==> src/sv/wpn_pkg.sv <==
// Shared types, constants and tables of the waypoint guidance block.
package wpn_pkg;

  localparam int unsigned MAX_WAYPOINTS = 64;
  localparam int unsigned WP_IDX_W = (MAX_WAYPOINTS > 1) ? $clog2(MAX_WAYPOINTS) : 1;
  localparam int unsigned WP_CNT_W = $clog2(MAX_WAYPOINTS + 1);

  localparam logic signed [17:0] PI_Q     = 18'sd25736;
  localparam logic signed [17:0] TWO_PI_Q = 18'sd51472;

  localparam int unsigned CORDIC_STEPS = 16;
  localparam int unsigned CORDIC_W     = 20;
  localparam int unsigned MUL_A_W      = 32;
  localparam int unsigned MUL_B_W      = 17;
  localparam int unsigned MUL_P_W      = MUL_A_W + MUL_B_W;

  typedef enum logic [1:0] {
    CMD_LOAD = 2'd0,
    CMD_ODOM = 2'd1,
    CMD_FLAG = 2'd2,
    CMD_TICK = 2'd3
  } cmd_e;

  typedef enum logic [2:0] {
    REG_NAV_GAIN      = 3'd0,
    REG_GOAL_TOL      = 3'd1,
    REG_FWD_SPEED     = 3'd2,
    REG_MAX_TURN_RATE = 3'd3,
    REG_INV_TIME_STEP = 3'd4
  } cfg_reg_e;

  typedef enum logic [3:0] {
    OP_NONE,
    OP_ACCEPT,
    OP_DIFF,
    OP_SQX,
    OP_SQY,
    OP_SQT,
    OP_RD,
    OP_ADV,
    OP_CINIT,
    OP_CITER,
    OP_DELTA,
    OP_M1,
    OP_M2,
    OP_RES
  } dp_op_e;

  typedef enum logic [1:0] {
    RES_ZERO,
    RES_REACH,
    RES_FIN,
    RES_STEER
  } res_sel_e;

  typedef struct packed {
    dp_op_e     op;
    logic [3:0] iter;
    res_sel_e   sel;
  } dp_cmd_t;

  typedef struct packed {
    logic loaded;
    logic may_move;
    logic in_tol;
    logic at_end;
  } dp_status_t;

  // arctan(2^-i) in Q3.13
  function automatic logic [12:0] atan_lut(input logic [3:0] i);
    logic [12:0] r;
    unique case (i)
      4'd0:    r = 13'd6434;
      4'd1:    r = 13'd3798;
      4'd2:    r = 13'd2007;
      4'd3:    r = 13'd1019;
      4'd4:    r = 13'd511;
      4'd5:    r = 13'd256;
      4'd6:    r = 13'd128;
      4'd7:    r = 13'd64;
      4'd8:    r = 13'd32;
      4'd9:    r = 13'd16;
      4'd10:   r = 13'd8;
      4'd11:   r = 13'd4;
      4'd12:   r = 13'd2;
      4'd13:   r = 13'd1;
      default: r = 13'd0;
    endcase
    return r;
  endfunction

endpackage

==> src/sv/wpn_if.sv <==
// Item and result channel interfaces.
interface wpn_in_if;
  logic               valid;
  logic               ready;
  logic [1:0]         command;
  logic signed [15:0] pos_x;
  logic signed [15:0] pos_y;
  logic               first_point;
  logic               last_point;
  logic               move_flag;

  modport source (output valid, command, pos_x, pos_y, first_point, last_point, move_flag,
                  input ready);
  modport sink (input valid, command, pos_x, pos_y, first_point, last_point, move_flag,
                output ready);
endinterface

interface wpn_out_if;
  logic               valid;
  logic               ready;
  logic [14:0]        lin_vel;
  logic signed [15:0] ang_vel;
  logic               reached;
  logic               finished;

  modport source (output valid, lin_vel, ang_vel, reached, finished, input ready);
  modport sink (input valid, lin_vel, ang_vel, reached, finished, output ready);
endinterface

==> src/sv/wpn_ctrl.sv <==
// Sequencer for tick processing and output register handshake.
module wpn_ctrl
  import wpn_pkg::*;
(
  input  logic       clk_i,
  input  logic       rst_ni,
  input  logic       in_valid_i,
  input  logic [1:0] in_command_i,
  output logic       in_ready_o,
  output logic       out_valid_o,
  input  logic       out_ready_i,
  input  dp_status_t status_i,
  output dp_cmd_t    cmd_o
);

  typedef enum logic [3:0] {
    S_IDLE, S_DIFF, S_SQX, S_SQY, S_SQT, S_CMP, S_RD, S_ADV,
    S_CINIT, S_CITER, S_DELTA, S_M1, S_M2, S_OUT
  } state_e;

  state_e     state_q, state_d;
  res_sel_e   sel_q, sel_d;
  logic [3:0] iter_q, iter_d;
  logic       valid_q, valid_d;

  assign in_ready_o  = (state_q == S_IDLE);
  assign out_valid_o = valid_q;

  always_comb begin
    state_d    = state_q;
    sel_d      = sel_q;
    iter_d     = iter_q;
    valid_d    = valid_q && !out_ready_i;
    cmd_o.op   = OP_NONE;
    cmd_o.iter = iter_q;
    cmd_o.sel  = sel_q;
    unique case (state_q)
      S_IDLE: begin
        if (in_valid_i) begin
          cmd_o.op = OP_ACCEPT;
          if (in_command_i == CMD_TICK) begin
            if (status_i.loaded && status_i.may_move) begin
              state_d = S_DIFF;
            end else begin
              sel_d   = RES_ZERO;
              state_d = S_OUT;
            end
          end
        end
      end
      S_DIFF: begin cmd_o.op = OP_DIFF; state_d = S_SQX; end
      S_SQX:  begin cmd_o.op = OP_SQX;  state_d = S_SQY; end
      S_SQY:  begin cmd_o.op = OP_SQY;  state_d = S_SQT; end
      S_SQT:  begin cmd_o.op = OP_SQT;  state_d = S_CMP; end
      S_CMP: begin
        if (!status_i.in_tol) begin
          state_d = S_CINIT;
        end else if (status_i.at_end) begin
          sel_d   = RES_FIN;
          state_d = S_OUT;
        end else begin
          state_d = S_RD;
        end
      end
      S_RD:  begin cmd_o.op = OP_RD; state_d = S_ADV; end
      S_ADV: begin
        cmd_o.op = OP_ADV;
        sel_d    = RES_REACH;
        state_d  = S_OUT;
      end
      S_CINIT: begin
        cmd_o.op = OP_CINIT;
        iter_d   = '0;
        state_d  = S_CITER;
      end
      S_CITER: begin
        cmd_o.op = OP_CITER;
        iter_d   = iter_q + 4'd1;
        if (iter_q == 4'(CORDIC_STEPS - 1)) state_d = S_DELTA;
      end
      S_DELTA: begin cmd_o.op = OP_DELTA; state_d = S_M1; end
      S_M1:    begin cmd_o.op = OP_M1;    state_d = S_M2; end
      S_M2: begin
        cmd_o.op = OP_M2;
        sel_d    = RES_STEER;
        state_d  = S_OUT;
      end
      S_OUT: begin
        if (!valid_q || out_ready_i) begin
          cmd_o.op = OP_RES;
          valid_d  = 1'b1;
          state_d  = S_IDLE;
        end
      end
      default: state_d = S_IDLE;
    endcase
  end

  always_ff @(posedge clk_i or negedge rst_ni) begin
    if (!rst_ni) begin
      state_q <= S_IDLE;
      sel_q   <= RES_ZERO;
      iter_q  <= '0;
      valid_q <= 1'b0;
    end else begin
      state_q <= state_d;
      sel_q   <= sel_d;
      iter_q  <= iter_d;
      valid_q <= valid_d;
    end
  end

endmodule

==> src/sv/wpn_dp.sv <==
// Datapath: waypoint table, guidance state, shared multiplier, CORDIC, result register.
module wpn_dp
  import wpn_pkg::*;
(
  input  logic               clk_i,
  input  logic               rst_ni,
  input  logic               cfg_we_i,
  input  logic [2:0]         cfg_idx_i,
  input  logic [15:0]        cfg_data_i,
  input  logic [1:0]         command_i,
  input  logic signed [15:0] pos_x_i,
  input  logic signed [15:0] pos_y_i,
  input  logic               first_point_i,
  input  logic               last_point_i,
  input  logic               move_flag_i,
  input  dp_cmd_t            cmd_i,
  output dp_status_t         status_o,
  output logic [14:0]        lin_vel_o,
  output logic signed [15:0] ang_vel_o,
  output logic               reached_o,
  output logic               finished_o
);

  // configuration
  logic [15:0] nav_gain_q;
  logic [14:0] goal_tol_q, fwd_speed_q, max_turn_q;
  logic [15:0] inv_dt_q;

  // guidance state
  logic [WP_CNT_W-1:0] pt_q, ni_q;
  logic                loaded_q, may_move_q;
  logic [31:0]         goal_q, robot_q, first_xy_q;
  logic signed [15:0]  prev_q;

  // working registers
  logic [31:0]                 tbl [MAX_WAYPOINTS];
  logic [31:0]                 rdata_q;
  logic signed [16:0]          dx_q, dy_q;
  logic [MUL_P_W-1:0]          p_q;
  logic [33:0]                 acc_q;
  logic signed [CORDIC_W-1:0]  cx_q, cy_q;
  logic signed [16:0]          cz_q;
  logic                        zvec_q, neg_q;
  logic [16:0]                 mag_q;
  logic [14:0]                 lin_q;
  logic signed [15:0]          ang_q;
  logic                        reached_q, finished_q;

  logic                is_load;
  logic [WP_CNT_W-1:0] pt_eff, pt_new;
  logic                wr_en;
  logic [31:0]         xy;
  logic [16:0]         adx, ady;
  logic [MUL_A_W-1:0]  mul_a;
  logic [MUL_B_W-1:0]  mul_b;
  logic signed [CORDIC_W-1:0] xs, ys;
  logic signed [16:0]  atan_v;
  logic signed [17:0]  dlt_raw, dlt;
  logic [MUL_P_W-1:0]  rnd;
  logic [31:0]         magr;
  logic [14:0]         magc;

  assign xy      = {pos_y_i, pos_x_i};
  assign is_load = (cmd_i.op == OP_ACCEPT) && (command_i == CMD_LOAD) && !loaded_q;
  assign pt_eff  = first_point_i ? '0 : pt_q;
  assign wr_en   = is_load && (pt_eff < WP_CNT_W'(MAX_WAYPOINTS));
  assign pt_new  = wr_en ? pt_eff + 1'b1 : pt_eff;

  assign adx = dx_q[16] ? 17'(-dx_q) : 17'(dx_q);
  assign ady = dy_q[16] ? 17'(-dy_q) : 17'(dy_q);

  always_comb begin
    mul_a = '0;
    mul_b = '0;
    unique case (cmd_i.op)
      OP_SQX:  begin mul_a = MUL_A_W'(adx);        mul_b = adx; end
      OP_SQY:  begin mul_a = MUL_A_W'(ady);        mul_b = ady; end
      OP_SQT:  begin mul_a = MUL_A_W'(goal_tol_q); mul_b = MUL_B_W'(goal_tol_q); end
      OP_M1:   begin mul_a = MUL_A_W'(mag_q);      mul_b = MUL_B_W'(inv_dt_q); end
      OP_M2:   begin mul_a = p_q[MUL_A_W-1:0];     mul_b = MUL_B_W'(nav_gain_q); end
      default: begin mul_a = '0;                   mul_b = '0; end
    endcase
  end

  assign xs     = cx_q >>> cmd_i.iter;
  assign ys     = cy_q >>> cmd_i.iter;
  assign atan_v = 17'($signed({4'b0, atan_lut(cmd_i.iter)}));

  assign dlt_raw = {cz_q[16], cz_q} - 18'(prev_q);
  always_comb begin
    if (dlt_raw > PI_Q)       dlt = dlt_raw - TWO_PI_Q;
    else if (dlt_raw < -PI_Q) dlt = dlt_raw + TWO_PI_Q;
    else                      dlt = dlt_raw;
  end

  // round half up, then clamp to the turn-rate limit
  assign rnd  = p_q + MUL_P_W'(65536);
  assign magr = 32'(rnd[MUL_P_W-1:17]);
  assign magc = (magr > 32'(max_turn_q)) ? max_turn_q : magr[14:0];

  always_ff @(posedge clk_i or negedge rst_ni) begin
    if (!rst_ni) begin
      nav_gain_q  <= 16'd1280;
      goal_tol_q  <= 15'd102;
      fwd_speed_q <= 15'd246;
      max_turn_q  <= 15'd4096;
      inv_dt_q    <= 16'd1280;
      pt_q        <= '0;
      ni_q        <= '0;
      loaded_q    <= 1'b0;
      goal_q      <= '0;
      robot_q     <= '0;
      may_move_q  <= 1'b1;
      prev_q      <= '0;
    end else begin
      if (cfg_we_i) begin
        unique case (cfg_idx_i)
          REG_NAV_GAIN:      nav_gain_q  <= cfg_data_i;
          REG_GOAL_TOL:      goal_tol_q  <= cfg_data_i[14:0];
          REG_FWD_SPEED:     fwd_speed_q <= cfg_data_i[14:0];
          REG_MAX_TURN_RATE: max_turn_q  <= cfg_data_i[14:0];
          REG_INV_TIME_STEP: inv_dt_q    <= cfg_data_i;
          default: ;
        endcase
      end
      if (cmd_i.op == OP_ACCEPT) begin
        if (is_load) begin
          pt_q <= pt_new;
          if (first_point_i) ni_q <= '0;
          if (last_point_i && (pt_new != '0)) begin
            loaded_q <= 1'b1;
            goal_q   <= (pt_eff == '0) ? xy : first_xy_q;
          end
        end
        if (command_i == CMD_ODOM) robot_q    <= xy;
        if (command_i == CMD_FLAG) may_move_q <= move_flag_i;
      end
      if (cmd_i.op == OP_ADV) begin
        goal_q <= rdata_q;
        ni_q   <= ni_q + 1'b1;
      end
      if (cmd_i.op == OP_DELTA) prev_q <= cz_q[15:0];
      if (cmd_i.op == OP_RES && cmd_i.sel == RES_FIN) loaded_q <= 1'b0;
    end
  end

  always_ff @(posedge clk_i) begin
    if (wr_en) tbl[pt_eff[WP_IDX_W-1:0]] <= xy;
    if (cmd_i.op == OP_RD) rdata_q <= tbl[ni_q[WP_IDX_W-1:0]];
  end

  always_ff @(posedge clk_i) begin
    if (wr_en && (pt_eff == '0)) first_xy_q <= xy;
    unique case (cmd_i.op)
      OP_DIFF: begin
        dx_q <= 17'($signed(goal_q[15:0])) - 17'($signed(robot_q[15:0]));
        dy_q <= 17'($signed(goal_q[31:16])) - 17'($signed(robot_q[31:16]));
      end
      OP_SQX: p_q <= mul_a * mul_b;
      OP_SQY: begin
        acc_q <= 34'(p_q);
        p_q   <= mul_a * mul_b;
      end
      OP_SQT: begin
        acc_q <= acc_q + 34'(p_q);
        p_q   <= mul_a * mul_b;
      end
      OP_M1, OP_M2: p_q <= mul_a * mul_b;
      OP_CINIT: begin
        zvec_q <= (dx_q == '0) && (dy_q == '0);
        if (dx_q[16]) begin
          cx_q <= -CORDIC_W'(dx_q);
          cy_q <= -CORDIC_W'(dy_q);
          cz_q <= dy_q[16] ? -17'(PI_Q) : 17'(PI_Q);
        end else begin
          cx_q <= CORDIC_W'(dx_q);
          cy_q <= CORDIC_W'(dy_q);
          cz_q <= '0;
        end
      end
      OP_CITER: begin
        if (cy_q > 0) begin
          cx_q <= cx_q + ys;
          cy_q <= cy_q - xs;
          if (!zvec_q) cz_q <= cz_q + atan_v;
        end else begin
          cx_q <= cx_q - ys;
          cy_q <= cy_q + xs;
          if (!zvec_q) cz_q <= cz_q - atan_v;
        end
      end
      OP_DELTA: begin
        neg_q <= dlt[17];
        mag_q <= dlt[17] ? 17'(-dlt) : 17'(dlt);
      end
      OP_RES: begin
        unique case (cmd_i.sel)
          RES_ZERO: begin
            lin_q <= '0; ang_q <= '0; reached_q <= 1'b0; finished_q <= 1'b0;
          end
          RES_REACH: begin
            lin_q <= '0; ang_q <= '0; reached_q <= 1'b1; finished_q <= 1'b0;
          end
          RES_FIN: begin
            lin_q <= '0; ang_q <= '0; reached_q <= 1'b1; finished_q <= 1'b1;
          end
          RES_STEER: begin
            lin_q      <= fwd_speed_q;
            ang_q      <= neg_q ? -$signed({1'b0, magc}) : $signed({1'b0, magc});
            reached_q  <= 1'b0;
            finished_q <= 1'b0;
          end
          default: ;
        endcase
      end
      default: ;
    endcase
  end

  assign status_o.loaded   = loaded_q;
  assign status_o.may_move = may_move_q;
  assign status_o.in_tol   = acc_q < 34'(p_q);
  assign status_o.at_end   = ni_q >= pt_q;

  assign lin_vel_o  = lin_q;
  assign ang_vel_o  = ang_q;
  assign reached_o  = reached_q;
  assign finished_o = finished_q;

endmodule

==> src/sv/waypoint_pro_nav_guidance.sv <==
// Top level of the proportional-navigation waypoint follower.
// Waypoint follower with proportional-navigation steering. Load items
// (command 0) append a waypoint to a 64-entry table while no trajectory is
// active; the item marked last activates the run with entry 0 as goal.
// Odometry (1) and move-flag (2) items update state and give no result. A
// tick (3) gives exactly one result transfer. A halted tick (stopped or
// nothing loaded) goes straight to its result; a tick that reaches the goal
// advances the goal along the table, unless it finishes the run; a steering
// tick runs the 16 iterations of the CORDIC atan2 unit and makes five
// passes through the single shared 32x17 multiplier (dx and dy squared,
// tolerance squared, then angle change times inverse time step and
// navigation gain). One item is worked at a time; the result sits in an
// output register so the next item is taken while it waits, and a tick
// that completes while that register is still full holds in its output
// state until the older result is transferred. Configuration writes are
// taken on any cycle with cfg_we_i high; indexes 5 to 7 are ignored.
module waypoint_pro_nav_guidance
  import wpn_pkg::*;
(
  input  logic        clk_i,
  input  logic        rst_ni,
  input  logic        cfg_we_i,
  input  logic [2:0]  cfg_idx_i,
  input  logic [15:0] cfg_data_i,
  wpn_in_if.sink      in_ch,
  wpn_out_if.source   out_ch
);

  dp_cmd_t    cmd;
  dp_status_t status;

  // sequencer: accepts items, walks a tick through the datapath
  wpn_ctrl u_ctrl (
    .clk_i        (clk_i),
    .rst_ni       (rst_ni),
    .in_valid_i   (in_ch.valid),
    .in_command_i (in_ch.command),
    .in_ready_o   (in_ch.ready),
    .out_valid_o  (out_ch.valid),
    .out_ready_i  (out_ch.ready),
    .status_i     (status),
    .cmd_o        (cmd)
  );

  // datapath: table, guidance state, multiplier, CORDIC, result register
  wpn_dp u_dp (
    .clk_i         (clk_i),
    .rst_ni        (rst_ni),
    .cfg_we_i      (cfg_we_i),
    .cfg_idx_i     (cfg_idx_i),
    .cfg_data_i    (cfg_data_i),
    .command_i     (in_ch.command),
    .pos_x_i       (in_ch.pos_x),
    .pos_y_i       (in_ch.pos_y),
    .first_point_i (in_ch.first_point),
    .last_point_i  (in_ch.last_point),
    .move_flag_i   (in_ch.move_flag),
    .cmd_i         (cmd),
    .status_o      (status),
    .lin_vel_o     (out_ch.lin_vel),
    .ang_vel_o     (out_ch.ang_vel),
    .reached_o     (out_ch.reached),
    .finished_o    (out_ch.finished)
  );

`ifndef SYNTHESIS
  // a finished run is always a reached goal
  a_fin_reached: assert property (@(posedge clk_i) disable iff (!rst_ni)
    out_ch.valid && out_ch.finished |-> out_ch.reached)
    else $error("finished without reached");

  // reaching the goal commands a standstill
  a_reach_still: assert property (@(posedge clk_i) disable iff (!rst_ni)
    out_ch.valid && out_ch.reached |-> out_ch.lin_vel == '0 && out_ch.ang_vel == '0)
    else $error("nonzero velocity on reach");

  // a finishing result clears the active trajectory
  a_fin_unload: assert property (@(posedge clk_i) disable iff (!rst_ni)
    cmd.op == OP_RES && cmd.sel == RES_FIN |=> !status.loaded)
    else $error("trajectory still loaded after finish");
`endif

endmodule

==> src/flat_wrapper.sv <==
// flat-port wrapper written by rule: the top's interface ports become plain ports
module waypoint_pro_nav_guidance_flat import wpn_pkg::*;
  (clk_i, rst_ni, cfg_we_i, cfg_idx_i, cfg_data_i, in_ch_valid, in_ch_command, in_ch_pos_x, in_ch_pos_y, in_ch_first_point, in_ch_last_point, in_ch_move_flag, in_ch_ready, out_ch_valid, out_ch_lin_vel, out_ch_ang_vel, out_ch_reached, out_ch_finished, out_ch_ready);
  wpn_in_if in_ch_i ();
  wpn_out_if out_ch_i ();
  input  logic clk_i;
  input  logic rst_ni;
  input  logic cfg_we_i;
  input  logic [2:0] cfg_idx_i;
  input  logic [15:0] cfg_data_i;
  input wire logic [$bits(in_ch_i.valid)-1:0] in_ch_valid;
  input wire logic [$bits(in_ch_i.command)-1:0] in_ch_command;
  input wire logic [$bits(in_ch_i.pos_x)-1:0] in_ch_pos_x;
  input wire logic [$bits(in_ch_i.pos_y)-1:0] in_ch_pos_y;
  input wire logic [$bits(in_ch_i.first_point)-1:0] in_ch_first_point;
  input wire logic [$bits(in_ch_i.last_point)-1:0] in_ch_last_point;
  input wire logic [$bits(in_ch_i.move_flag)-1:0] in_ch_move_flag;
  output wire logic [$bits(in_ch_i.ready)-1:0] in_ch_ready;
  output wire logic [$bits(out_ch_i.valid)-1:0] out_ch_valid;
  output wire logic [$bits(out_ch_i.lin_vel)-1:0] out_ch_lin_vel;
  output wire logic [$bits(out_ch_i.ang_vel)-1:0] out_ch_ang_vel;
  output wire logic [$bits(out_ch_i.reached)-1:0] out_ch_reached;
  output wire logic [$bits(out_ch_i.finished)-1:0] out_ch_finished;
  input wire logic [$bits(out_ch_i.ready)-1:0] out_ch_ready;
  assign in_ch_i.valid = in_ch_valid;
  assign in_ch_i.command = in_ch_command;
  assign in_ch_i.pos_x = in_ch_pos_x;
  assign in_ch_i.pos_y = in_ch_pos_y;
  assign in_ch_i.first_point = in_ch_first_point;
  assign in_ch_i.last_point = in_ch_last_point;
  assign in_ch_i.move_flag = in_ch_move_flag;
  assign in_ch_ready = in_ch_i.ready;
  assign out_ch_valid = out_ch_i.valid;
  assign out_ch_lin_vel = out_ch_i.lin_vel;
  assign out_ch_ang_vel = out_ch_i.ang_vel;
  assign out_ch_reached = out_ch_i.reached;
  assign out_ch_finished = out_ch_i.finished;
  assign out_ch_i.ready = out_ch_ready;
  waypoint_pro_nav_guidance u_core (.clk_i(clk_i), .rst_ni(rst_ni), .cfg_we_i(cfg_we_i), .cfg_idx_i(cfg_idx_i), .cfg_data_i(cfg_data_i), .in_ch(in_ch_i), .out_ch(out_ch_i));
endmodule
==> config.mk <==
export PLATFORM = sky130hd
export DESIGN_NAME = waypoint_pro_nav_guidance_flat
export DESIGN_NICKNAME = d
export VERILOG_FILES = /design/src/sv/wpn_pkg.sv /design/src/sv/wpn_if.sv /design/src/sv/wpn_ctrl.sv /design/src/sv/wpn_dp.sv /design/src/sv/waypoint_pro_nav_guidance.sv /design/src/flat_wrapper.sv
export SDC_FILE = /design/constraint.sdc
export NUM_CORES = 2
export LEC_CHECK = 0
export BUFFER_PORTS_ARGS = -buffer_cell sky130_fd_sc_hd__clkbuf_2
export CELL_PAD_IN_SITES_DETAIL_PLACEMENT = 1
export CELL_PAD_IN_SITES_GLOBAL_PLACEMENT = 2
export CORE_ASPECT_RATIO = 0.8
export CORE_MARGIN = 1.5
export CORE_UTILIZATION = 48
export CTS_CLUSTER_DIAMETER = 50
export DETAILED_ROUTE_END_ITERATION = 10
export MAX_ROUTING_LAYER = met4
export PLACE_DENSITY_LB_ADDON = 0.1
export SKIP_LAST_GASP = 1
export SLEW_MARGIN = 20
export SYNTH_ARGS = -nofsm -noshare
export SYNTH_HDL_FRONTEND = slang
export SYNTH_SLANG_ARGS = --single-unit
==> constraint.sdc <==
create_clock -name clk_i -period 10.1 [get_ports clk_i]
set_input_delay 1.01 -clock clk_i [delete_from_list [all_inputs] [get_ports clk_i]]
set_output_delay 1.01 -clock clk_i [all_outputs]
set_load 0.02 [all_outputs]
# [Word level (Yosys, flattened, before mapping)]
# Memory sizes are Yosys's and may differ from the RTL's. A register that Yosys moved wholly into a read port is not among the register bits.
# Index checks and enable logic that the tools add are counted.
[classes] order_cmp=7 n_reduce_logical=52 muxes=63 shift=2 n_eq_ne=45 multipliers=1 n_addsub=22
[op_table] op="$mux W32" n=5
[op_table] op="$pmux W32 S5" n=1
[op_table] op="$mux W17" n=8
[op_table] op="$pmux W4 S13" n=2
[op_table] op="$pmux W17 S5" n=1
[op_table] op="$mux W20" n=4
[op_table] op="$pmux W20 S2" n=2
[op_table] op="$pmux W34 S2" n=1
[op_table] op="$eq A4 B4 Y1 const B" n=13
[op_table] op="$neg A17 Y17" n=3
[op_table] op="$add A49 B17 Y49 const B" n=1
[op_table] op="$mul A32 B17 Y49" n=1
[op_table] op="$mux W7" n=6
[op_table] op="$add A20 B20 Y20" n=2
[op_table] op="$neg A17 Y20" n=2
[op_table] op="$sshr A20 B4 Y20" n=2
[op_table] op="$sub A20 B20 Y20" n=2
[op_table] op="$mux W18" n=2
[op_table] op="$add A34 B34 Y34" n=1
[op_table] op="$logic_not A17 Y1" n=2
[op_table] op="$lt A34 B34 Y1" n=1
[op_table] op="$pmux W17 S2" n=1
[op_table] op="$sub A16 B16 Y17" n=2
[op_table] op="$eq A4 B3 Y1 const B" n=8
[op_table] op="other kinds (50)" n=119
[word_totals] output_inout_bits=35 n_memories=2 mem_bits_ro=208 word_cells=225 ram_bits=2048 input_bits=61 reg_bits=442
[mem_list] memory="u_core.u_dp.tbl" words=64 word_bits=32 read_ports=1 rd_clocked_by_memory_dff=1 write_ports=1 line="wpn_dp.sv:36" source="logic [31:0] tbl [MAX_WAYPOINTS];"
[mem_list] memory="(no name shown)" words=16 word_bits=13 read_ports=1 rd_clocked_by_memory_dff=0 write_ports=0 line="wpn_pkg.sv:72" source="unique case (i)"

# [Depth between registers and ports, before layout]
[depth] word_depth=15 depth_mapped=38 mapped_depth_nobuf=37

# [Hierarchy]
# A second synthesis with hierarchy kept.
[hier_totals] hier_cells=8224 hier_area_um2=126212.3
[modules_own_cells] mod="wpn_dp" area_each_um2=125381.5 seq_area_each_um2=74556.5 instances=1 cells_per_inst=8128
[modules_own_cells] mod="wpn_ctrl" area_each_um2=830.8 seq_area_each_um2=275.3 instances=1 cells_per_inst=96

# [Least setup slack after synthesis]
# Ideal clock, no wire load.
[synth_path] kind="reg-to-reg" start="register u_core.u_dp.dy_q[2]" end="register u_core.u_dp.p_q[47], data pin" path_slack_ps=838 required_ps=9842 setup_ps=258 path_stages_with_launch=36 arrival_time_ps=9005 path_cell_list="edfxtp_1 -> or3_1 -> or3_1 -> or3_1 -> or3_1 -> or2_1 -> or3_1 -> nand2_1 -> xor2_1 -> o22ai_1 -> a221oi_1 -> nor2_1 -> fa_1 -> inv_1 -> fa_1 -> fa_1 -> inv_1 -> fa_1 -> fa_1 -> inv_1 -> fa_1 -> inv_1 -> ha_1 -> nand3_1 -> nor2_1 -> nand2_1 -> inv_1 -> nand4_1 -> o21a_1 -> or4b_2 -> a211oi_1 -> o31a_1 -> nor2_1 -> o21ai_0 -> a21oi_1 -> xnor2_1"
[synth_between] elab_chain_len=4 word_cells_on_any_way=5
[synth_rtl] element="start, declared" line="wpn_dp.sv:38" source="logic signed [16:0] dx_q, dy_q;"
[synth_rtl] element="start signal, assigned" line="wpn_dp.sv:157" source="dy_q <= 17'($signed(goal_q[31:16])) - 17'($signed(robot_q[31:16]));"
[synth_rtl] element="$neg A17 Y17" line="wpn_dp.sv:70" source="assign ady = dy_q[16] ? 17'(-dy_q) : 17'(dy_q);"
[synth_rtl] element="$mux W17 (*)" line="wpn_dp.sv:70"
[synth_rtl] element="$pmux W32 S5 or $pmux W17 S5 (tied branches)" line="wpn_dp.sv:75" source="unique case (cmd_i.op)"
[synth_rtl] element="$mul A32 B17 Y49 (*)"
[synth_rtl] element="end signal, assigned" line="wpn_dp.sv:159" source="OP_SQX: p_q <= mul_a * mul_b;"
[synth_rtl] element="end signal, assigned" line="wpn_dp.sv:162" source="p_q <= mul_a * mul_b;"
[synth_rtl] element="end signal, assigned" line="wpn_dp.sv:166" source="p_q <= mul_a * mul_b;"
[synth_rtl] element="end, declared" line="wpn_dp.sv:39" source="logic [MUL_P_W-1:0] p_q;"
# Every way passes the cells marked *; elsewhere a longest branch is shown, timed or not.
# A chain may end at the register's enable or synchronous reset.

# [Final worst setup path]
[layout_path] start="register u_core.u_dp.dy_q[1]" end="register u_core.u_dp.p_q[48], data pin"
# Same word-level chain as after synthesis.

==> metrics.txt <==
# TYPE chip_impl_metric gauge
chip_impl_info{name="status",value="finished, final reports clean"} 1
chip_impl_metric{name="synth_seq_cells",unit=""} 2522
chip_impl_metric{name="layout-area-overhead-vs-synth",unit="%"} 12.81
chip_impl_metric{name="p_sw_frac",unit=""} 0.3880
chip_impl_metric{name="clock.fmax",unit="MHz"} 101.5
chip_impl_metric{name="final.min_clock_period",unit="ns"} 9.855
chip_impl_metric{name="die-area",unit="um2"} 266500
chip_impl_metric{name="p_leak",unit="nW"} 50.46
chip_impl_info{name="mostFrequentLayoutCell",value="sky130_fd_sc_hd__edfxtp_1"} 1
chip_impl_metric{name="r2r_slack",unit="ns"} 0.25
chip_impl_info{name="tritoncts",value="built"} 1
chip_impl_metric{name="synthSimpleGateAreaFrac",unit=""} 0.05964
chip_impl_metric{name="dr.first_iter.drc_count",unit=""} 6746
chip_impl_metric{name="reg2reg_depth",unit=""} 38
chip_impl_metric{name="grt_max_degree",unit=""} 126
chip_impl_metric{name="dp.final_hpwl",unit="mm"} 240.2
chip_impl_metric{name="worstPathRequired",unit="ns"} 10.66
chip_impl_metric{name="pre_cts_setup_slack",unit="ns"} -0.04711
chip_impl_metric{name="drt-pass1-iter-count",unit=""} 5
chip_impl_metric{name="post_route_cells_drive_above_1_share",unit=""} 0.2056
chip_impl_metric{name="cp_max_fo",unit=""} 11
chip_impl_metric{name="num-nets-final",unit=""} 9490
chip_impl_metric{name="synth.yosys.seq_area_share",unit=""} 0.5919
chip_impl_metric{name="sequentialPowerShare",unit=""} 0.310
chip_impl_metric{name="max-clock-path-buffers",unit=""} 4
chip_impl_metric{name="synthAdderAreaFrac",unit=""} 0.1059
chip_impl_metric{name="post_route_drc_violation_count",unit=""} 0
chip_impl_metric{name="headroom_to_the_max_slew_limit",unit=""} 0.1709
chip_impl_metric{name="vias_per_cell",unit=""} 6.013
chip_impl_metric{name="timing.final.hold_violations",unit=""} 0
chip_impl_metric{name="boundaryPins",unit=""} 96
chip_impl_metric{name="power.share.clock",unit=""} 0.232
chip_impl_info{name="crit_path_top_delay_cell",value="sky130_fd_sc_hd__fa_2"} 1
chip_impl_metric{name="port_buffers",unit=""} 95
chip_impl_info{name="dominant_combinational_cell_family_by_area_after_synthesis",value="multiplexers"} 1
chip_impl_metric{name="synthesis.yosys.warnings",unit=""} 0
chip_impl_info{name="r2r_start",value="u_core.u_dp.dy_q[1]$_DFFE_PN_"} 1
chip_impl_metric{name="p_per_area",unit="nW/um2"} 306.6
chip_impl_metric{name="fraction_of_the_mapped_netlist_area_in_compound_gates",unit=""} 0.05015
chip_impl_metric{name="grt_antenna_before_repair",unit=""} 19
chip_impl_metric{name="share_of_synthesized_area_spent_on_multiplexers",unit=""} 0.1392
chip_impl_metric{name="power_switching",unit="mW"} 16.97
chip_impl_metric{name="final_max_slew_viol_count",unit=""} 0
chip_impl_info{name="synthFlopType",value="sky130_fd_sc_hd__edfxtp_1"} 1
chip_impl_metric{name="skew",unit="ns"} 0.09284
chip_impl_metric{name="cts-buffers-inserted",unit=""} 280
chip_impl_metric{name="synth_xor_xnor_area_share",unit=""} 0.01962
chip_impl_metric{name="p_comb_frac",unit=""} 0.458
chip_impl_metric{name="floorplan.core_area",unit="um2"} 261900
chip_impl_metric{name="synth_async_reset_ratio",unit=""} 0.07296
chip_impl_metric{name="cp_data_arrival_time",unit="ns"} 10.41
chip_impl_metric{name="post-route-worst-setup-slack",unit="ns"} 0.2455
chip_impl_info{name="critical_path.startpoint_type",value="register"} 1
chip_impl_metric{name="floorplan.rows",unit=""} 168
chip_impl_metric{name="ys_types",unit=""} 103
chip_impl_metric{name="grt_remaining_overflow",unit=""} 0
chip_impl_info{name="r2r_path_end",value="u_core.u_dp.p_q[48]$_DFFE_PN_"} 1
chip_impl_info{name="min-delay-path-class",value="in2async"} 1
chip_impl_info{name="layout.cells.most_common_list",value="sky130_fd_sc_hd__edfxtp_1, sky130_fd_sc_hd__inv_1, sky130_fd_sc_hd__mux4_2"} 1
chip_impl_metric{name="wl",unit="mm"} 368.4
chip_impl_metric{name="grt_first_pass_wirelength",unit="mm"} 545.5
chip_impl_info{name="worstSetupEndpointType",value="register"} 1
chip_impl_metric{name="whs",unit="ns"} 0.2189
chip_impl_info{name="clock_tree_root",value="sky130_fd_sc_hd__clkbuf_16"} 1
chip_impl_info{name="critPathKind",value="reg2reg"} 1
chip_impl_metric{name="grt_pass1_vias",unit=""} 78180
chip_impl_metric{name="setup_viol_count_final",unit=""} 0
chip_impl_metric{name="critPathMaxStageDelay",unit="ns"} 0.60
chip_impl_metric{name="final_cell_count_no_fill",unit=""} 12340
chip_impl_metric{name="synth.avg_cell_area",unit="um2"} 15.23
chip_impl_metric{name="vias",unit=""} 74220
chip_impl_metric{name="maxCapViolCount",unit=""} 0
chip_impl_metric{name="syn_area",unit="um2"} 126400
chip_impl_metric{name="track_usage",unit=""} 0.2886
chip_impl_metric{name="worstSkewPairLatency",unit="ns"} 0.88
chip_impl_metric{name="initial_utilization",unit=""} 0.4827
chip_impl_metric{name="routedWlPerCell",unit="um"} 29.84
chip_impl_metric{name="worst_slew_pin_slew",unit="ns"} 1.231
chip_impl_metric{name="dp_cells",unit=""} 11820
chip_impl_metric{name="die_width",unit="um"} 576.8
chip_impl_metric{name="die_h",unit="um"} 462.0
chip_impl_metric{name="cts-htree-levels",unit=""} 5
chip_impl_metric{name="post_synth_inst_count",unit=""} 8301
chip_impl_metric{name="ir_worst_vdd",unit="mV"} 0.2884
chip_impl_metric{name="postRouteAntennaNets",unit=""} 0
chip_impl_info{name="crit_path_end",value="u_core.u_dp.p_q[48]$_DFFE_PN_"} 1
chip_impl_metric{name="synth_edf_count",unit=""} 2338
chip_impl_metric{name="clk_transition_reported_paths",unit="ns"} 0.06
chip_impl_info{name="worstSetupStartpoint",value="u_core.u_dp.dy_q[1]$_DFFE_PN_"} 1
chip_impl_metric{name="finalWeightedCongestion",unit=""} 0.8930
chip_impl_metric{name="tritoncts_num_sinks",unit=""} 2522
chip_impl_metric{name="internal_power",unit="mW"} 26.77
chip_impl_metric{name="timing.final.crit_share",unit=""} 0.9757
[cell type report]
cell class	count	area [um2]
clock buffers	340	7483
flip-flops and latches	2522	74850
multi-input cells	4671	48380
clock inverters	163	1535
well taps	3485	4360
repair buffers	411	3193
inverters	747	2804
fillers	24630	119300
diodes	5	12.51
[through the flow]
stage	area [um2]	power [mW]	util	setup TNS (ns)
4_1_cts	142200	43.85	0.5429	0
3_3_place_gp	133200	33.22	0.5084	0
5_1_grt	142600	46.15	0.5445	-0.1284
6_report	142600	43.73	0.5445	0
2_1_floorplan	126500	26.88	-	0
3_5_place_dp	133200	33.48	0.5084	-0.05405
[routing by layer]
layer	up-vias	wire [um]	global-route usage
li1	31590	-	-
met1	39680	162500	0.4093
met2	2474	175800	0.4530
met3	478	21570	0.03469
met4	0	8584	0.06150
met5	-	0	-
[critical path: cells and delay by family, from the launching register on]
kind	cells	cell delay (ns)
simple gates	10	2.37
flops	1	0.41
fa+ha+maj	7	3.35
compound gates	9	1.88
buf+inv	10	1.27
xor+xnor	2	0.32
[flip-flops by register name, summed over array words and instances, names as in the netlist, 20 cells and up]
signal and flops:
u_core.u_dp.tbl 2048, u_core.u_dp.p_q 49, u_core.u_dp.acc_q 34, u_core.u_dp.first_xy_q 32, u_core.u_dp.goal_q 32, u_core.u_dp.rdata_q 32
u_core.u_dp.robot_q 32, u_core.u_dp.cx_q 20, u_core.u_dp.cy_q 20
[power groups by stage]
stage                     clock network, mW  logic, mW  registers [mW]
after floorplan                           0       13.6            13.2
after global placement                    0       19.5            13.7
after detailed placement                  0       19.7            13.8
after CTS                              10.3       20.0            13.6
after global routing                   10.6       21.9            13.7
final                                  10.1       20.0            13.6
[cells in the mapped netlist, drive strengths merged (11+ instances only)]
cell type  number  share of area
clkbuf        304         0.0090
xor2          100         0.0070
nand3          77         0.0030
o211ai         16        0.00095
inv           746          0.022
dfrtp         168          0.033
dfstp          16         0.0033
o21bai         26         0.0015
o21a           38         0.0023
o22ai          11        0.00054
o31ai          32         0.0020
a21o           42         0.0025
a21oi         234         0.0094
nor4           18        0.00089
and2           44         0.0022
nor3           79         0.0032
or2            19        0.00096
nand2         701          0.021
a221o          32         0.0025
mux2           92         0.0082
a21boi         19         0.0011
fa            456          0.072
xnor2         179          0.013
mux2i          68         0.0054
o21ai         367          0.015
or3            39         0.0020
ha            340          0.034
nand4          25         0.0012
edfxtp       2338           0.56
a221oi         37         0.0029
nor2          544          0.016
nand2b         61         0.0030
and3           31         0.0015
a211oi         17         0.0011
mux4          705           0.13
a31oi          27         0.0013
nor2b          42         0.0021
buf            70         0.0024
[cell families after synthesis]
family,Yosys count
AOI/OAI and AO/OA,999
buffers and inverters,1121
muxes,865
other,2
and+or+nand+nor,1717
xor gates and xnor gates,279
DFF,2522
adders and majority gates,796
[worst min path at each step]
stage | endpoint | from | cells past startpoint
floorplan | u_core.u_dp.goal_q[0]$_DFFE_PN0P_ | u_core.u_dp.rdata_q[0]$_DFFE_PN_ | 2
global placement | u_core.u_dp.goal_q[6]$_DFFE_PN0P_ | u_core.u_dp.rdata_q[6]$_DFFE_PN_ | 2
detailed placement | u_core.u_dp.goal_q[0]$_DFFE_PN0P_ | u_core.u_dp.rdata_q[0]$_DFFE_PN_ | 2
CTS | u_core.u_dp.prev_q[12]$_DFFE_PN0N_ | rst_ni | 1
global route | u_core.u_dp.prev_q[12]$_DFFE_PN0N_ | rst_ni | 1
finish | u_core.u_dp.fwd_speed_q[3]$_DFFE_PN0P_ | rst_ni | 1
[repair_timing]
| item | 4_1_cts | 5_1_grt |
|---|---|---|
| pin swaps | 0 | 13 |
| hold buffers | 0 | 0 |
| endpoints found under the setup margin | 2 | 9 |
| setup buffers | 0 | 9 |
| gates resized for setup | 2 | 48 |
| cloned | 0 | 1 |
No activity file was read; power rests on OpenSTA's default activity.
